## src/design/fdss_pkg.sv

```systemverilog
// Shared types and codes for the FIFO dispatch to service slots block.
`timescale 1ns / 1ps

package fdss_pkg;

    localparam int ID_W     = 16;
    localparam int ACTION_W = 2;
    localparam int INDEX_W  = 4;
    localparam int CFG_W    = 5;

    typedef logic [ACTION_W-1:0] t_action;

    localparam t_action ACT_ARRIVE = 2'd0;
    localparam t_action ACT_CALL   = 2'd1;
    localparam t_action ACT_FINISH = 2'd2;

    typedef enum logic [2:0] {
        ST_OK     = 3'd0,
        ST_BUSY   = 3'd1,
        ST_QEMPTY = 3'd2,
        ST_BADIDX = 3'd3,
        ST_SEMPTY = 3'd4,
        ST_QFULL  = 3'd5
    } t_status;

endpackage

```

## src/design/fdss_req_if.sv

```systemverilog
// Request channel: action, requester ID and slot index with a valid/ready handshake.
`timescale 1ns / 1ps

interface fdss_req_if
    import fdss_pkg::*;
();
    logic                 valid;
    logic                 ready;
    logic [ACTION_W-1:0]  action;
    logic [ID_W-1:0]      requester_id;
    logic [INDEX_W-1:0]   slot_index;

    modport source (output valid, action, requester_id, slot_index, input ready);
    modport sink   (input valid, action, requester_id, slot_index, output ready);
endinterface

```

## src/design/fdss_rsp_if.sv

```systemverilog
// Result channel: status and released ID with a valid/ready handshake.
`timescale 1ns / 1ps

interface fdss_rsp_if
    import fdss_pkg::*;
();
    logic             valid;
    logic             ready;
    t_status          status;
    logic [ID_W-1:0]  released_id;

    modport source (output valid, status, released_id, input ready);
    modport sink   (input valid, status, released_id, output ready);
endinterface

```

## src/design/fifo_dispatch_to_service_slots_core.sv

```systemverilog
// Top level: FIFO wait queue that dispatches requesters into indexed service slots.
`timescale 1ns / 1ps

// A request is accepted in S_IDLE and finished in S_DONE. In the cycle it is accepted
// the block checks the slot flags and queue count, updates pointers and flags, and issues
// one read, either of the queue head or of the addressed slot. In S_DONE the read data
// is back from the registered memory port, a call writes it into the slot memory, and
// the result is loaded into the output register once that register is free; only then
// does the block return to S_IDLE and take the next request, so it never accepts one
// while another is in flight. The output register lets the block accept a new request
// while a result still waits; a second result then holds until the first is taken.
// Reset clears the queue and all slot flags at once; no clearing pass is needed.

module fifo_dispatch_to_service_slots_core
    import fdss_pkg::*;
#(
    parameter int MAX_SLOTS   = 16,
    parameter int QUEUE_DEPTH = 64
) (
    input  logic              i_clk,
    input  logic              i_rst_n,
    fdss_req_if.sink          i_req,
    fdss_rsp_if.source        o_rsp,
    input  logic              i_cfg_we,
    input  logic [CFG_W-1:0]  i_cfg_wdata
);

    localparam int QAW     = $clog2(QUEUE_DEPTH);
    localparam int QCW     = $clog2(QUEUE_DEPTH + 1);
    localparam int SLOT_AW = (MAX_SLOTS > 1) ? $clog2(MAX_SLOTS) : 1;
    localparam int CMP_W   = 9;

    localparam logic [QAW-1:0]   Q_LAST      = QAW'(QUEUE_DEPTH - 1);
    localparam logic [QCW-1:0]   Q_FULL      = QCW'(QUEUE_DEPTH);
    localparam logic [CMP_W-1:0] MAX_SLOTS_W = CMP_W'(MAX_SLOTS);

    typedef enum logic {S_IDLE, S_DONE} t_state;

    // Storage.
    logic [ID_W-1:0] mem_queue [QUEUE_DEPTH];
    logic [ID_W-1:0] mem_slot  [MAX_SLOTS];
    logic [ID_W-1:0] r_q_rdata;
    logic [ID_W-1:0] r_s_rdata;

    // Control and pipeline registers.
    t_state               r_state,       n_state;
    logic [CFG_W-1:0]     r_slots_in_use, n_slots_in_use;
    logic [QAW-1:0]       r_head,        n_head;
    logic [QAW-1:0]       r_tail,        n_tail;
    logic [QCW-1:0]       r_count,       n_count;
    logic [MAX_SLOTS-1:0] r_busy,        n_busy;
    t_action              r_act,         n_act;
    logic [SLOT_AW-1:0]   r_sa,          n_sa;
    t_status              r_status,      n_status;
    logic                 r_out_valid,   n_out_valid;
    t_status              r_out_status,  n_out_status;
    logic [ID_W-1:0]      r_out_rel,     n_out_rel;

    logic                 w_fire;
    logic [CMP_W-1:0]     w_cfg_ext;
    logic [CMP_W-1:0]     w_limit;
    logic [CMP_W-1:0]     w_idx_ext;
    logic                 w_idx_ok;
    logic [SLOT_AW-1:0]   w_sa;
    logic                 w_slot_busy;
    t_status              w_status;
    logic                 w_q_we;
    logic                 w_q_re;
    logic                 w_s_re;
    logic                 w_s_we;
    logic                 w_out_free;

    assign i_req.ready = (r_state == S_IDLE);
    assign w_fire      = i_req.valid && i_req.ready;
    assign w_out_free  = !r_out_valid || o_rsp.ready;

    // Slot count saturates at the number of slots built.
    assign w_cfg_ext   = CMP_W'(r_slots_in_use);
    assign w_limit     = (w_cfg_ext > MAX_SLOTS_W) ? MAX_SLOTS_W : w_cfg_ext;
    assign w_idx_ext   = CMP_W'(i_req.slot_index);
    assign w_idx_ok    = w_idx_ext < w_limit;
    assign w_sa        = w_idx_ext[SLOT_AW-1:0];
    assign w_slot_busy = w_idx_ok && r_busy[w_sa];

    always_comb begin
        w_status = ST_OK;
        unique case (i_req.action)
            ACT_ARRIVE: begin
                if (r_count == Q_FULL) w_status = ST_QFULL;
            end
            ACT_CALL: begin
                priority if (!w_idx_ok)       w_status = ST_BADIDX;
                else if (w_slot_busy)         w_status = ST_BUSY;
                else if (r_count == '0)       w_status = ST_QEMPTY;
                else                          w_status = ST_OK;
            end
            ACT_FINISH: begin
                priority if (!w_idx_ok)       w_status = ST_BADIDX;
                else if (!w_slot_busy)        w_status = ST_SEMPTY;
                else                          w_status = ST_OK;
            end
            default: w_status = ST_OK;
        endcase
    end

    assign w_q_we = w_fire && (i_req.action == ACT_ARRIVE) && (w_status == ST_OK);
    assign w_q_re = w_fire && (i_req.action == ACT_CALL)   && (w_status == ST_OK);
    assign w_s_re = w_fire && (i_req.action == ACT_FINISH) && (w_status == ST_OK);
    // The dequeued ID lands in its slot while the result is formed; repeating the
    // write during an output stall is harmless.
    assign w_s_we = (r_state == S_DONE) && (r_act == ACT_CALL) && (r_status == ST_OK);

    always_comb begin
        n_state        = r_state;
        n_slots_in_use = r_slots_in_use;
        n_head         = r_head;
        n_tail         = r_tail;
        n_count        = r_count;
        n_busy         = r_busy;
        n_act          = r_act;
        n_sa           = r_sa;
        n_status       = r_status;
        n_out_valid    = r_out_valid;
        n_out_status   = r_out_status;
        n_out_rel      = r_out_rel;

        if (i_cfg_we) n_slots_in_use = i_cfg_wdata;

        if (r_out_valid && o_rsp.ready) n_out_valid = 1'b0;

        unique case (r_state)
            S_IDLE: begin
                if (w_fire) begin
                    n_act    = i_req.action;
                    n_sa     = w_sa;
                    n_status = w_status;
                    n_state  = S_DONE;
                    if (w_q_we) begin
                        n_tail  = (r_tail == Q_LAST) ? '0 : r_tail + QAW'(1);
                        n_count = r_count + QCW'(1);
                    end
                    if (w_q_re) begin
                        n_head       = (r_head == Q_LAST) ? '0 : r_head + QAW'(1);
                        n_count      = r_count - QCW'(1);
                        n_busy[w_sa] = 1'b1;
                    end
                    if (w_s_re) n_busy[w_sa] = 1'b0;
                end
            end
            S_DONE: begin
                if (w_out_free) begin
                    n_out_valid  = 1'b1;
                    n_out_status = r_status;
                    n_out_rel    = ((r_act == ACT_FINISH) && (r_status == ST_OK))
                                   ? r_s_rdata : '0;
                    n_state      = S_IDLE;
                end
            end
            default: n_state = S_IDLE;
        endcase
    end

    always_ff @(posedge i_clk) begin
        if (!i_rst_n) begin
            r_state        <= S_IDLE;
            r_slots_in_use <= '0;
            r_head         <= '0;
            r_tail         <= '0;
            r_count        <= '0;
            r_busy         <= '0;
            r_out_valid    <= 1'b0;
        end else begin
            r_state        <= n_state;
            r_slots_in_use <= n_slots_in_use;
            r_head         <= n_head;
            r_tail         <= n_tail;
            r_count        <= n_count;
            r_busy         <= n_busy;
            r_out_valid    <= n_out_valid;
            r_act          <= n_act;
            r_sa           <= n_sa;
            r_status       <= n_status;
            r_out_status   <= n_out_status;
            r_out_rel      <= n_out_rel;
        end
    end

    // Queue memory: one write port at the tail, one registered read port at the head.
    always_ff @(posedge i_clk) begin
        if (w_q_we) mem_queue[r_tail] <= i_req.requester_id;
        if (w_q_re) r_q_rdata <= mem_queue[r_head];
    end

    // Slot memory: written with the dequeued ID, read for a finish.
    always_ff @(posedge i_clk) begin
        if (w_s_we) mem_slot[r_sa] <= r_q_rdata;
        if (w_s_re) r_s_rdata <= mem_slot[w_sa];
    end

    assign o_rsp.valid       = r_out_valid;
    assign o_rsp.status      = r_out_status;
    assign o_rsp.released_id = r_out_rel;

endmodule

```

## src/flat_wrapper.sv

```systemverilog
// flat-port wrapper written by rule: the top's interface ports become plain ports
module fifo_dispatch_to_service_slots_core_flat import fdss_pkg::*;
#(
    parameter int MAX_SLOTS   = 16,
    parameter int QUEUE_DEPTH = 64
)
  (i_clk, i_rst_n, i_cfg_we, i_cfg_wdata, i_req_valid, i_req_action, i_req_requester_id, i_req_slot_index, i_req_ready, o_rsp_valid, o_rsp_status, o_rsp_released_id, o_rsp_ready);
  fdss_req_if i_req_i ();
  fdss_rsp_if o_rsp_i ();
  input  logic i_clk;
  input  logic i_rst_n;
  input  logic i_cfg_we;
  input  logic [CFG_W-1:0] i_cfg_wdata;
  input wire logic [$bits(i_req_i.valid)-1:0] i_req_valid;
  input wire logic [$bits(i_req_i.action)-1:0] i_req_action;
  input wire logic [$bits(i_req_i.requester_id)-1:0] i_req_requester_id;
  input wire logic [$bits(i_req_i.slot_index)-1:0] i_req_slot_index;
  output wire logic [$bits(i_req_i.ready)-1:0] i_req_ready;
  output wire logic [$bits(o_rsp_i.valid)-1:0] o_rsp_valid;
  output wire logic [$bits(o_rsp_i.status)-1:0] o_rsp_status;
  output wire logic [$bits(o_rsp_i.released_id)-1:0] o_rsp_released_id;
  input wire logic [$bits(o_rsp_i.ready)-1:0] o_rsp_ready;
  assign i_req_i.valid = i_req_valid;
  assign i_req_i.action = i_req_action;
  assign i_req_i.requester_id = i_req_requester_id;
  assign i_req_i.slot_index = i_req_slot_index;
  assign i_req_ready = i_req_i.ready;
  assign o_rsp_valid = o_rsp_i.valid;
  assign o_rsp_status = o_rsp_i.status;
  assign o_rsp_released_id = o_rsp_i.released_id;
  assign o_rsp_i.ready = o_rsp_ready;
  fifo_dispatch_to_service_slots_core #(.MAX_SLOTS(MAX_SLOTS), .QUEUE_DEPTH(QUEUE_DEPTH)) u_core (.i_clk(i_clk), .i_rst_n(i_rst_n), .i_req(i_req_i), .o_rsp(o_rsp_i), .i_cfg_we(i_cfg_we), .i_cfg_wdata(i_cfg_wdata));
endmodule
```

## config.mk

```make
export PLATFORM = sky130hd
export DESIGN_NAME = fifo_dispatch_to_service_slots_core_flat
export DESIGN_NICKNAME = d
export VERILOG_FILES = /design/src/design/fdss_pkg.sv /design/src/design/fdss_req_if.sv /design/src/design/fdss_rsp_if.sv /design/src/design/fifo_dispatch_to_service_slots_core.sv /design/src/flat_wrapper.sv
export SDC_FILE = /design/constraint.sdc
export NUM_CORES = 2
export LEC_CHECK = 0
export BUFFER_PORTS_ARGS = -buffer_cell sky130_fd_sc_hd__buf_2
export CAP_MARGIN = 20
export CORE_MARGIN = 4
export CORE_UTILIZATION = 53
export CTS_CLUSTER_DIAMETER = 40
export DETAILED_ROUTE_END_ITERATION = 7
export GPL_TIMING_DRIVEN = 0
export PLACE_DENSITY_LB_ADDON = 0.05
export SLEW_MARGIN = 20
export SYNTH_ARGS = -nofsm -noshare
export SYNTH_HDL_FRONTEND = slang
export SYNTH_SLANG_ARGS = --single-unit
```

## constraint.sdc

```tcl
create_clock -name i_clk -period 4.05 [get_ports i_clk]
set_input_delay 0.405 -clock i_clk [delete_from_list [all_inputs] [get_ports i_clk]]
set_output_delay 0.405 -clock i_clk [all_outputs]
set_load 0.1 [all_outputs]
```

# After elaboration in Yosys (flattened, before gate mapping)
# Memories as Yosys holds them, arrays and structs flattened. A register that Yosys moved wholly into a read port is not among the register bits.
# Cells that the tools add are included.
# classes
n_div,0
n_mux,30
bitwise_logic,4
shifts,0
add_sub_neg,4
n_lt_le_gt_ge,4
n_mul,0
reduce_logical,26
eq_ne,7
# ops
op,count
two-way mux 16 bit,4
bitwise AND 16 bit,1
inverter 16 bit,1
bitwise OR 16 bit,1
two-way mux 3 bit,5
AND reduction 3 bit,5
two-way mux 7 bit,2
logical AND 1 bit,13
"adder 6 x 1 -> 6 bit, second input constant",2
"== test 6 bit, second input constant",2
two-way mux 6 bit,2
two-way mux 1 bit,11
less-than comparator 4 x 9 -> 1 bit,1
case mux 3 bit (3 select lines),1
"adder 7 x 1 -> 7 bit, second input constant",1
"== test 7 bit, second input constant",1
zero test 7 bit,1
"subtractor 7 x 1 -> 7 bit, second input constant",1
zero test 3 bit,2
"greater-than comparator 5 bit, second input constant",1
"less-than comparator 4 x 5 -> 1 bit, second input constant",1
two-way mux 5 bit,1
binary-select mux 1 bit (select 4 bit),1
demux 1 bit (select 4 bit),1
other kinds (11),13
# word_totals
mem_bits_ro,0
inputBits,32
ramBits,1280
latch_bits,0
mem_count,2
wordCells,89
reg_bits,70
out_inout_bits,21
# mem_list
name,depth,width,rd,rd_ports_with_merged_regs,wr,line,text
u_core.mem_queue,64,16,1,1,1,fifo_dispatch_to_service_slots_core.sv:40,logic [ID_W-1:0] mem_queue [QUEUE_DEPTH];
u_core.mem_slot,16,16,1,1,1,fifo_dispatch_to_service_slots_core.sv:41,logic [ID_W-1:0] mem_slot [MAX_SLOTS];

# Logic depth before layout (Yosys ltp)
# depth
ltp_word,14
depth_mapped,14
depth_no_buf,13

# Worst setup path before layout
# OpenSTA, ideal clock, no wires.
# synth_path
kind,register to register
start,register u_core.r_slots_in_use[4]
end,register u_core.r_count[6]
stages_incl_launch_ff,15
setup_ns,0.128
arrival_time_ns,3.137
path_buffers,1
path_slack_ns,0.786
synth_period_minus_slack_ns,3.264
required_ns,3.922
path_cell_list,dfxtp_1 -> clkbuf_1 -> nand2b_1 -> ha_1 -> a21oi_1 -> o21ai_1 -> a21oi_1 -> nand2_1 -> inv_2 -> ha_1 -> a211oi_1 -> o21bai_1 -> a21oi_1 -> a21oi_1 -> nand4b_1
# synth_via
elab_chain_cells,11
word_cells_on_any_way,15
classes_between,order compare (2); mux (7); reduce/logical (6)
# synth_lines
item,line,text
start: declaration,fifo_dispatch_to_service_slots_core.sv:47,"logic [CFG_W-1:0] r_slots_in_use, n_slots_in_use;"
start signal: assignment,fifo_dispatch_to_service_slots_core.sv:174,r_slots_in_use <= n_slots_in_use;
greater-than comparator 5 bit,fifo_dispatch_to_service_slots_core.sv:79,assign w_limit = (w_cfg_ext > MAX_SLOTS_W) ? MAX_SLOTS_W : w_cfg_ext;
two-way mux 5 bit *,fifo_dispatch_to_service_slots_core.sv:79,
less-than comparator 4 x 9 -> 1 bit *,fifo_dispatch_to_service_slots_core.sv:81,assign w_idx_ok = w_idx_ext < w_limit;
logical AND 1 bit,fifo_dispatch_to_service_slots_core.sv:83,assign w_slot_busy = w_idx_ok && r_busy[w_sa];
two-way mux 3 bit (on tied branches),"fifo_dispatch_to_service_slots_core.sv:93, fifo_dispatch_to_service_slots_core.sv:99",
two-way mux 3 bit (on tied branches),"fifo_dispatch_to_service_slots_core.sv:92, fifo_dispatch_to_service_slots_core.sv:98",
case mux 3 bit (3 select lines) *,fifo_dispatch_to_service_slots_core.sv:87,unique case (i_req.action)
zero test 3 bit *,"fifo_dispatch_to_service_slots_core.sv:106, fifo_dispatch_to_service_slots_core.sv:107",
logical AND 1 bit (on tied branches),"fifo_dispatch_to_service_slots_core.sv:107, fifo_dispatch_to_service_slots_core.sv:106",
nonzero test 2 bit (no source line),--,
AND reduction 3 bit (no source line),--,
end signal: assignment,fifo_dispatch_to_service_slots_core.sv:177,r_count <= n_count;
end: declaration,fifo_dispatch_to_service_slots_core.sv:50,"logic [QCW-1:0] r_count, n_count;"
# Every way passes the cells marked *; elsewhere a longest branch is shown, timed or not.
# A chain may end at the register's enable or synchronous reset.

# Worst setup path in the final report
# layout_path
start,input i_req_action[0]
end,memory u_core.mem_queue[38][9] (enable)
# layout_via
elab_chain_cells,6
word_cells_on_any_way,9
classes_between,eq/ne (2); mux (3); reduce/logical (4)
# layout_lines
item,line,text
start: declaration,flat_wrapper.sv:15,input wire logic [$bits(i_req_i.action)-1:0] i_req_action;
== test 2 bit (tied with other cells),fifo_dispatch_to_service_slots_core.sv:87,
case mux 3 bit (3 select lines),fifo_dispatch_to_service_slots_core.sv:87,
zero test 3 bit,fifo_dispatch_to_service_slots_core.sv:106,assign w_q_we = w_fire && (i_req.action == ACT_ARRIVE) && (w_status == ST_OK);
logical AND 1 bit *,fifo_dispatch_to_service_slots_core.sv:106,
two-way mux 1 bit *,fifo_dispatch_to_service_slots_core.sv:190,if (w_q_we) mem_queue[r_tail] <= i_req.requester_id;
two-way mux 1 bit (not written as such) *,fifo_dispatch_to_service_slots_core.sv:190,
end: declaration,fifo_dispatch_to_service_slots_core.sv:40,
# Marked as above.

==> run summary <==
Leakage: 0.0195 uW
YS warnings: 0
Achievable frequency: 241 MHz
Internal cell power: 25200 uW
RSZ-0062 raised after global routing: yes
Area Growth Syn to Fin: 17.2%
Worst Tran Pin Value: 1.19 ns
Antenna Nets Post-Route: 0
GRT Residual Overflow: 0
Post-synthesis sequential area ratio: 0.775
Antenna violations before repair: 0
Critical Path Start Type: input pin
Maximum net fanout on the critical path: 10
H-tree levels: 4
Fin worst setup slack: -0.103 ns
Initial Util: 0.537
Seq pwr share: 0.495
Combinational power share: 0.031
Distinct cells, synth: 65
HP Class: input pin to register
Vias in the first global route: 27300
Clock power frac: 0.474
Overall routing resource usage: 0.250
Final std cell area, no fill: 62100 sq um
Final setup vio count: 26
Drt drc: 0
Routing usage on met3: 0.0563
Total core area: 98900 sq um
RD Place Congestion: 0.891
Initial DRC Count: 3040
Layout Skew: 0.0184 ns
Mapped Nets: 2489
GR Layer Usage met1: 0.338
NumNets Final: 2807
Failing checks: setup timing
Pre-CTS WS: -0.507 ns
Die Ht: 324 microns
Maximum buffer depth of the clock tree: 3
Input/output buffers: 51
Design Power: 31800 uW
Hold WS: 0.0716 ns
Tcrit/Tclk final: 1.03
Fin. Hold Viols: 0
Placement row count: 115
Die width: 324 microns
First-pass GRT wire length: 190000 microns
Cell Area, Synth: 53000 sq um
CTS Buf Count: 169
CP arrival: 4.61 ns
Fraction of registers with async set/reset: 0
Die area: 105000 sq um
Clock root buffer: clkbuf_16
Largest net degree at the start of global routing: 65
Worst skew pair latency: 0.75 ns
Status: finished, violations left
GR Util met2: 0.406
Sw Ratio: 0.209
Placed Area: 56200 sq um
Ranking of synthesized cells by area: edfxtp_1 (76%), mux4_2 (14%), dfxtp_1 (1.6%)
Max-Cap Viols: 0
Drt wl/cell: 31.2 microns
PD cells: 511 nW/um^2
Slew Limit Headroom: 0.200
Fill cells: 6833
Number of flops mapped to enable cells by yosys: 1340
CP Capture Type: register
Grt peak-use layer: met2
Top cell type's share of synthesized area: 0.759
Synthesized area per cell: 21.7 sq um
Post-synth top area cell: edfxtp_1
Post-DP HPWL: 84200 microns
P_sw: 6630 uW
Fin util: 0.629
Flops & latches, synth: 1382
Via count: 26600
I/O Pins: 53
Pre-Repair DR Iteration Count: 6
Final Slew Violations: 0
Worst path required time: 4.51 ns
Synth Instances: 2446
Clock slew at reported path FFs: 0.05 ns
Layout cell share with drive strength beyond 1: 0.311
Maximum VDD drop: 0.531 mV
Clock tree sinks: 1382
Vias/cell: 6.34
Main synth FF type: edfxtp_1
Crit path time final: 4.15 ns
Drt total wl: 131000 microns
Critical path class: input pin to register
CTS tree: yes
worst max-delay path: stages:
cell and delay, ns:
dlygate4sd3_1 0.54, buf_2 0.19, or4b_1 0.60, a31oi_2 0.39
buf_2 0.35, nand4b_1 0.96, nor2_2 0.90, buf_6 0.25
metrics by stage:
step,cells,TNS (ns)
floorplan,2446,0
global placement,3784,-346.79
detailed placement,3863,-16.23
CTS,4192,0
global route,4193,-1.34
finish,4194,-1.72
cell usage in the layout, fill, tap and decap left out, types with 12 or more instances in the layout:
master            n
a21oi_1          13
a221oi_1         30
a22o_1           32
a22oi_1          80
and2_1           17
buf_1            14
buf_2            73
buf_4            30
buf_6            31
buf_8            40
bufinv_16        19
clkbuf_1         92
clkbuf_16       174
clkbuf_2         12
clkinv_1         21
clkinv_2         25
clkinv_4         18
clkinvlp_4       22
dfxtp_1          42
dlygate4sd3_1    12
edfxtp_1       1340
inv_6            17
mux4_2          339
nand2_1          66
nand2b_1         13
nand3_1          18
nor2_1           36
nor2_2           66
nor4_1           14
o221ai_1         16
synthesized netlist by cell type (all sizes together), types with 3 or more instances:
cell type	number
edfxtp	1340
mux4	340
nor2	113
clkbuf	89
a22oi	80
nand2	66
buf	54
dfxtp	42
a221oi	33
a22o	32
nand3	18
and2	17
nor3	17
o221ai	16
nor4	15
a21oi	14
nand2b	13
nand4	11
nor2b	11
o21ai	11
ha	10
a31oi	8
mux2i	8
o221a	8
a211oi	7
inv	7
and3	6
or3	5
xor2	5
nand3b	4
nand4b	4
a2bb2oi	3
a32oi	3
nor3b	3
o311ai	3
area by class of cell:
class	instances	area (sq um)	area share
Sequential cell	1382	41100	0.661
Multi-Input combinational cell	913	11700	0.188
Clock buffer	188	4410	0.0709
Tap cell	1287	1610	0.0259
Timing Repair Buffer	147	1460	0.0235
Clock inverter	125	1290	0.0208
Buffer	143	607	0.00976
Inverter	8	32.5	0.000523
Antenna cell	1	2.50	0.0000403
routing by layer:
metal  up-vias  part of all wire
met3       258             0.071
met5         -                 0
met4         0             0.037
met1     14200              0.40
li1      11100                 -
met2      1082              0.49
worst paths after layout:
check,start,to,slack (ns),cells past startpoint
min,i_rst_n,u_core.r_count[0],0.07,3
max reg2reg,u_core.r_state,u_core.mem_queue[38][9],-0.09,6
max,i_req_action[0],u_core.mem_queue[38][9],-0.10,8
min reg2reg,u_core.r_status[2],u_core.o_rsp.status[2],0.44,0
sequential cells by signal (all words and copies together), names as in the netlist:
register and cells:
u_core.r_sa 4, u_core.r_head 6, u_core.r_state 1, u_core.r_status 3, u_core.r_tail 6, u_core.o_rsp.released_id 16
u_core.mem_queue 1024, u_core.mem_slot 256, u_core.r_count 7, u_core.r_q_rdata 16, u_core.o_rsp.status 3, u_core.r_s_rdata 16
u_core.r_slots_in_use 5, u_core.o_rsp.valid 1, u_core.r_busy 16, u_core.r_act 2
logic make-up after synthesis:
group | Yosys count | synth area share
multiplexers | 350 | 0.146
AND/OR/NAND/NOR | 310 | 0.0282
AO/OA/AOI/OAI | 236 | 0.0353
adder cells (fa/ha/maj) | 11 | 0.00274
flip-flops | 1382 | 0.775
buffers and inverters | 151 | 0.0117
XOR/XNOR | 6 | 0.000991
timing repair:
item,CTS,global route
gates resized for setup,12,16
setup buffers,4,0
setup endpoints to repair,36,26
hold buffers,12,0
endpoints found under the hold margin,12,0
gates cloned,0,0
power by group through the flow:
stage                     Sequential, uW  Combinational (uW)  Clock [uW]
after CTS                          15700                 991       15300
after global placement             16000                 939           0
after floorplan                    16000                 503           0
after global routing               15700                1060       16000
after detailed placement           16000                 978           0
final                              15700                 991       15100
No activity file was read; power rests on OpenSTA's default activity.
